$ cat src/design/psf_pkg.sv
// Shared types and constants for the shock flattening coefficient pipeline.
package psf_pkg;

  localparam int WORD_W    = 32;            // pressures, velocities, registers
  localparam int NUM_FIELD = 6;             // input fields per item
  localparam int IN_W      = WORD_W * NUM_FIELD;
  localparam int FT_W      = 17;            // Q1.16 result
  localparam int OUT_W     = 24;            // result padded to whole bytes
  localparam int FRAC_W    = 16;            // Q16.16 fraction bits
  localparam int QBITS     = 32;            // quotient magnitude bits
  localparam int NUM_W     = WORD_W + FRAC_W;  // dividend |dP1| << 16
  localparam int PROD_W    = 2 * WORD_W;
  localparam int DIFF_W    = WORD_W + 2;
  localparam int CFG_IDX_W = 2;

  localparam logic [CFG_IDX_W-1:0] CFG_OMEGA_ONE = 2'd0;
  localparam logic [CFG_IDX_W-1:0] CFG_OMEGA_TWO = 2'd1;
  localparam logic [CFG_IDX_W-1:0] CFG_SHOCK_EPS = 2'd2;

  localparam logic [WORD_W-1:0] OMEGA_ONE_RST = 32'd49152;
  localparam logic [WORD_W-1:0] OMEGA_TWO_RST = 32'd655360;
  localparam logic [WORD_W-1:0] SHOCK_EPS_RST = 32'd21627;

  localparam logic [WORD_W-1:0] RATIO_MAX = 32'h7FFF_FFFF;
  localparam logic [WORD_W-1:0] RATIO_MIN = 32'h8000_0000;
  localparam logic [WORD_W-1:0] RATIO_ONE = 32'h0001_0000;
  localparam logic [FT_W-1:0]   ONE_Q16   = 17'h1_0000;

  typedef struct packed {
    logic shock;     // jump large enough and flow converging
    logic neg;       // dP1 and dP2 differ in sign
    logic dp2_zero;  // flat outer pressures
    logic ovf;       // quotient magnitude needs more than QBITS bits
  } psf_side_t;

endpackage

$ cat src/design/psf_div.sv
// Pipelined restoring divider, one quotient bit per stage, with sideband.
module psf_div (
  input  logic                         clk,
  input  logic                         rst_n,
  input  logic                         in_valid,
  output logic                         in_ready,
  input  logic [psf_pkg::NUM_W-1:0]    in_num,
  input  logic [psf_pkg::WORD_W-1:0]   in_den,
  input  psf_pkg::psf_side_t           in_side,
  output logic                         out_valid,
  input  logic                         out_ready,
  output logic [psf_pkg::QBITS-1:0]    out_quo,
  output psf_pkg::psf_side_t           out_side
);
  import psf_pkg::*;

  localparam int CMP_W = WORD_W + QBITS;

  logic [QBITS-1:0]  v_r;
  logic [QBITS:0]    rdy;
  logic [NUM_W-1:0]  rem_r  [QBITS];
  logic [WORD_W-1:0] den_r  [QBITS];
  logic [QBITS-1:0]  quo_r  [QBITS];
  psf_side_t         side_r [QBITS];

  assign rdy[QBITS] = out_ready;

  for (genvar j = 0; j < QBITS; j++) begin : g_stg
    localparam int K = QBITS - 1 - j;
    logic              v_in;
    logic [NUM_W-1:0]  rem_in;
    logic [WORD_W-1:0] den_in;
    logic [QBITS-1:0]  quo_in;
    psf_side_t         side_in;
    logic [CMP_W-1:0]  trial;
    logic              take;
    logic [NUM_W-1:0]  rem_nxt;
    logic [QBITS-1:0]  quo_nxt;

    if (j == 0) begin : g_first
      assign v_in    = in_valid;
      assign rem_in  = in_num;
      assign den_in  = in_den;
      assign quo_in  = '0;
      assign side_in = in_side;
    end else begin : g_next
      assign v_in    = v_r[j-1];
      assign rem_in  = rem_r[j-1];
      assign den_in  = den_r[j-1];
      assign quo_in  = quo_r[j-1];
      assign side_in = side_r[j-1];
    end

    assign rdy[j] = !v_r[j] || rdy[j+1];

    always_comb begin
      trial   = CMP_W'(den_in) << K;
      take    = CMP_W'(rem_in) >= trial;
      rem_nxt = take ? (rem_in - trial[NUM_W-1:0]) : rem_in;
      quo_nxt = quo_in;
      quo_nxt[K] = take;
    end

    always_ff @(posedge clk) begin
      if (!rst_n) begin
        v_r[j] <= 1'b0;
      end else if (rdy[j]) begin
        v_r[j] <= v_in;
      end
    end

    always_ff @(posedge clk) begin
      if (rdy[j] && v_in) begin
        rem_r[j]  <= rem_nxt;
        den_r[j]  <= den_in;
        quo_r[j]  <= quo_nxt;
        side_r[j] <= side_in;
      end
    end
  end

  assign in_ready  = rdy[0];
  assign out_valid = v_r[QBITS-1];
  assign out_quo   = quo_r[QBITS-1];
  assign out_side  = side_r[QBITS-1];

endmodule

$ cat config.mk
export PLATFORM = sky130hd
export DESIGN_NAME = psf_div
export DESIGN_NICKNAME = d
export VERILOG_FILES = /design/src/design/psf_pkg.sv /design/src/design/psf_div.sv
export SDC_FILE = /design/constraint.sdc
export NUM_CORES = 2
export LEC_CHECK = 0
export BUFFER_PORTS_ARGS = -buffer_cell sky130_fd_sc_hd__clkbuf_2
export CORE_ASPECT_RATIO = 0.75
export CORE_MARGIN = 2
export CORE_UTILIZATION = 35
export CTS_BUF_LIST = sky130_fd_sc_hd__clkbuf_4 sky130_fd_sc_hd__clkbuf_8
export DETAILED_ROUTE_END_ITERATION = 7
export PLACE_DENSITY_LB_ADDON = 0.12
export SLEW_MARGIN = 20
export SYNTH_ARGS = -nofsm -noshare
export SYNTH_HDL_FRONTEND = slang
export SYNTH_SLANG_ARGS = --single-unit
$ cat constraint.sdc
create_clock -name clk -period 11.1 [get_ports clk]
set_input_delay 0.555 -clock clk [delete_from_list [all_inputs] [get_ports clk]]
set_output_delay 0.555 -clock clk [all_outputs]
set_load 0.005 [all_outputs]
### Word-level counts from Yosys, hierarchy flattened

Memory sizes are Yosys's and may differ from the RTL's.
Cells that the tools add are included.

| word-level totals | value |
|---|---|
| register bits | 32 |
| RAM bits | 3712 |
| output and inout port bits | 38 |
| logic and storage cells | 292 |
| memories kept | 4 |

| cells by class | value |
|---|---|
| add/subtract/negate cells | 32 |
| magnitude comparators | 32 |
| mux-type cells | 96 |
| reduce and logical (&&, ||, !) cells | 96 |

Memories:

| name | depth | bits a word | read ports | clocked after Yosys merged registers in | wr ports | RTL line | RTL |
|---|---|---|---|---|---|---|---|
| rem_r | 32 | 48 | 31 | 0 | 32 | psf_div.sv:21 | `logic [NUM_W-1:0] rem_r [QBITS];` |
| den_r | 32 | 32 | 31 | 0 | 32 | psf_div.sv:22 | `logic [WORD_W-1:0] den_r [QBITS];` |
| quo_r | 32 | 32 | 32 | 0 | 32 | psf_div.sv:23 | `logic [QBITS-1:0] quo_r [QBITS];` |
| side_r | 32 | 4 | 32 | 0 | 32 | psf_div.sv:24 | `psf_side_t side_r [QBITS];` |

Operators with widths:

| kind | number |
|---|---|
| two-way mux 48 bit | 32 |
| subtractor 48 bit | 16 |
| two-way mux 1 bit | 64 |
| greater-or-equal comparator 48 x 63 -> 1 bit | 1 |
| greater-or-equal comparator 48 x 62 -> 1 bit | 1 |
| greater-or-equal comparator 48 x 61 -> 1 bit | 1 |
| greater-or-equal comparator 48 x 60 -> 1 bit | 1 |
| greater-or-equal comparator 48 x 59 -> 1 bit | 1 |
| greater-or-equal comparator 48 x 58 -> 1 bit | 1 |
| greater-or-equal comparator 48 x 57 -> 1 bit | 1 |
| greater-or-equal comparator 48 x 56 -> 1 bit | 1 |
| greater-or-equal comparator 48 x 55 -> 1 bit | 1 |
| greater-or-equal comparator 48 x 54 -> 1 bit | 1 |
| greater-or-equal comparator 48 x 53 -> 1 bit | 1 |
| greater-or-equal comparator 48 x 52 -> 1 bit | 1 |
| greater-or-equal comparator 48 x 51 -> 1 bit | 1 |
| greater-or-equal comparator 48 x 50 -> 1 bit | 1 |
| greater-or-equal comparator 48 x 49 -> 1 bit | 1 |
| greater-or-equal comparator 48 x 32 -> 1 bit | 1 |
| greater-or-equal comparator 48 x 33 -> 1 bit | 1 |
| greater-or-equal comparator 48 x 34 -> 1 bit | 1 |
| greater-or-equal comparator 48 x 35 -> 1 bit | 1 |
| greater-or-equal comparator 48 x 36 -> 1 bit | 1 |
| greater-or-equal comparator 48 x 37 -> 1 bit | 1 |
| other kinds (30) | 123 |

### Logic depth before layout (Yosys ltp)

| logic depth | value |
|---|---|
| depth in word-level cells | 36 |
| depth in mapped cells | 18 |
| gate-level depth less buffers | 16 |

### Least setup slack after synthesis

No wires, ideal clock.

| path | value |
|---|---|
| path kind | input to register |
| start | input out_ready |
| end | memory den_r[20][0], in the netlist den_r[1][128], enable pin |
| arrival | 9.460 ns |
| required time | 10.370 ns |
| setup slack | 0.910 ns |
| stages on the path | 8 |
| cell sequence | nor2b_1 and3_1 and2_1 and3_1 and2_1 and3_1 and3_1 a21boi_0 |

RTL lines:

| element | RTL line | RTL |
|---|---|---|
| from (decl) | psf_div.sv:11 | `input logic out_ready,` |
| to (decl) | psf_div.sv:22 |  |

### Worst setup path in the final report

| path | value |
|---|---|
| start | register v_r[31], in the netlist out_valid |
| end | output in_ready |

| on the way | value |
|---|---|
| cells in the longest elaborated chain, start to end | 33 |

RTL lines:

| element | RTL line | RTL |
|---|---|---|
| from (decl) | psf_div.sv:19 | `logic [QBITS-1:0] v_r;` |
| from (signal, indexed assignment) | psf_div.sv:68 | `v_r[j] <= v_in;` |
| logical NOT 1 bit | psf_div.sv:54 | `assign rdy[j] = !v_r[j] \|\| rdy[j+1];` |
| logical OR 1 bit (32 in series) | psf_div.sv:54 |  |
| to (decl) | psf_div.sv:6 | `output logic in_ready,` |

Every way passes these cells.

==> impl_metrics.toml <==
[run_status]
status = "complete, no violations"

[worst_setup_path]
start_kind = "flip-flop"
endpoint = "in_ready"
critPathSlowestCell = "nor3_1"
required_ps = 10550
path_cells = "nor2b_1, and3_1, and2_1, nand3_1, nor3_1, buf_4, nand2_1, nor3_1, and4_1, and3_1, nand2_1, clkbuf_2"
crit_start = "out_valid$_SDFFE_PN0P_"
worstRegToRegCells = 14
worstSetupEndpointType = "output port"
crit_type = "flip-flop to output port"
cp_max_fo = 6
r2r_start = "den_r[0][448]$_DFFE_PP_"
cp_data_arrival_time_ps = 4930
r2r-end = "rem_r[0][739]$_DFFE_PP_"
r2r_slack_ps = 6140
slowest_delay_ps = 570

[detailed_routing]
drtIter0Drc = 7615
drcViolationCount = 0
vias = 95500
firstDrtPassIters = 6
antenna_left = 0
wl_mm = 388
via_per_inst = 5.04
wire_per_inst_um = 20.5

[synthesis]
synth_area_leaders = "edfxtp_1, ha_1, inv_1, xnor2_1, a21oi_1"
synth_top_cell_area_share = 0.615
synth_top_area_cell = "edfxtp_1"
synth_flop_cell = "edfxtp_1"
postSynthAreaPerCell_um2 = 12.8
yosys_warnings = 0
syn_inst = 11900
synth.most_common_cell = "edfxtp_1"
synth_cell_types = 93
synth-seq-cells = 3168
syn_area_um2 = 153000
ys_seq_area_frac = 0.619
syn-num-nets = 13000
synthTopCellsByCount = "edfxtp_1, inv_1, ha_1"
synth_edf_count = 3136
synth-async-reset-ratio = 0

[finish]
drive_gt1_frac = 0.121
nFillCells = 40600
finalNetCount = 13700
instances_no_fill = 19000
final_cell_area_um2 = 174000
area_growth_pct = 13.7
postLayoutCoreUtil = 0.399

[die]
rows = 210
die_area_um2 = 443000
die_y_um = 577
core-area_um2 = 436000
die_w_um = 768
pin_count = 126
start_util = 0.351

[pwr]
peakVddDrop_mv = 0.115
p_sw_frac = 0.214
clkPwrFrac = 0.447
intPower_w = 0.0189
power_density_nw_per_um2 = 138
pwr-share-comb = 0.010
p_sw_w = 0.00514
leakagePower_nw = 65.4
p_seq_frac = 0.543

[global_route]
grt_max_degree = 81
grt_usage = 0.171
grt_pass1_vias = 95200
grt_pass1_wl_mm = 589
grt-ovfl-total = 0
antenna_found_initial = 16

[timing]
timing.final.crit_period_ps = 5480
drv_slew = 0
clock.fmax_mhz = 182
finalSetupViolations = 0
hold_viol_final = 0
tightest_slew_ps = 1280
rsz0062_at_grt = "false"
slew_headroom = 0.138
tns_ps = 0
fin_skew_ps = 76.1
fin_crit_sh = 0.494

[placement]
dp_cells = 17800
placement.io_buffers = 125
dpl_cell_area_um2 = 162000
gp_congestion = 0.908
hpwl_mm = 290

[cts]
cts_buffers = 540
numClockSinks = 3168
clockRootBuffer = "clkbuf_8"
clk_pin_slew_ps = 60
cts_setup_buffers = 0
clk_path_buf_depth = 4
cts_tree = "yes"
ctsHtreeMaxLevel = 6
clock_latency_ps = 1190
post_cts_resized = 0

[hold_path]
hold_path.class = "input pin to flip-flop"

[job]
drv_cap = 0
[timing repair]
action                                  in CTS  in global routing
endpoints found under the hold margin      129                  0
hold buffers                               163                  0
endpoints found under the setup margin       0                  0
[layout by cell type, fill, tap and decap left out, types with 140 or more instances in the layout]
master / n
xor2_1: 320
mux2_2: 353
nor2b_1: 140
a21oi_1: 837
edfxtp_1: 3136
o21ai_0: 591
nor2_1: 627
nand2_1: 691
clkbuf_8: 543
nor3_1: 177
nor4_1: 160
nand4_1: 144
clkbuf_4: 153
dlygate4sd3_1: 163
ha_1: 904
a21o_1: 423
xnor2_1: 492
inv_1: 1186
nand3_1: 157
[registers in the layout, indices dropped and copies added, names as in the netlist]
register and cells:
rem_r 1488, den_r 992, quo_r 528, side_r 128, g_stg.v_in 31, out_valid 1
[how the worst min path moves through the flow]
stage / start / end / slack, ps / cells past startpoint
after floorplan: quo_r[0][93]$_DFFE_PP_ / quo_r[0][125]$_DFFE_PP_ / 400 / 0
after global placement: quo_r[1][470]$_DFFE_PP_ / quo_r[1][502]$_DFFE_PP_ / 400 / 0
after detailed placement: quo_r[0][158]$_DFFE_PP_ / quo_r[0][190]$_DFFE_PP_ / 400 / 0
after CTS: in_num[44] / rem_r[0][44]$_DFFE_PP_ / 60 / 3
after global routing: in_num[44] / rem_r[0][44]$_DFFE_PP_ / 180 / 3
final: in_num[44] / rem_r[0][44]$_DFFE_PP_ / 270 / 3
[layout make-up]
class / count / area, µm² / area share
Multi-Input combinational cell: 7407 / 53700 / 0.308
Inverter: 1188 / 4460 / 0.0256
Antenna cell: 3 / 7.51 / 0.0000431
Timing Repair Buffer: 390 / 3030 / 0.0174
Clock inverter: 272 / 2210 / 0.0127
Sequential cell: 3168 / 94800 / 0.545
Clock buffer: 696 / 8620 / 0.0495
Tap cell: 5830 / 7290 / 0.0419
[layer usage]
layer,global-route usage,part of all wire,routed length [µm],vias to the layer above
met5,0,0.000059,23,-
met4,0.0546,0.031,12000,4
met3,0.0306,0.054,21000,626
met2,0.260,0.43,167000,2484
met1,0.247,0.48,188000,46600
li1,-,-,-,45800
[power groups by stage]
stage	Combinational, W	Clock [W]	Sequential, W
3_5_place_dp	0.000197	0	0.0133
2_1_floorplan	0.000136	0	0.0133
3_3_place_gp	0.000193	0	0.0133
5_1_grt	0.000274	0.0117	0.0130
4_1_cts	0.000244	0.0112	0.0130
6_report	0.000249	0.0107	0.0130
[stage by stage]
step	hold WS (ps)	total power, W	setup WS, ps
floorplan	400	0.0134	910
global placement	400	0.0135	6220
detailed placement	405	0.0135	6150
CTS	55.6	0.0245	5440
global route	182	0.0250	5260
finish	270	0.0240	5620
[worst max-delay path: cells and delay by family (launching register included)]
kind	cells	cell delay, ps
flip-flops	1	320
buffers and inverters	2	370
AND/OR/NAND/NOR	10	3090
[kinds of logic after synthesis]
| kind of cell | share of synthesized area |
|---|---|
| adders and majority gates | 0.0779 |
| xor gates and xnor gates | 0.0464 |
| AOI/OAI and AO/OA | 0.108 |
| DFF | 0.619 |
| buffers and inverters | 0.0338 |
| and+or+nand+nor | 0.0846 |
| muxes | 0.0303 |
(Power assumes the default switching activity.)
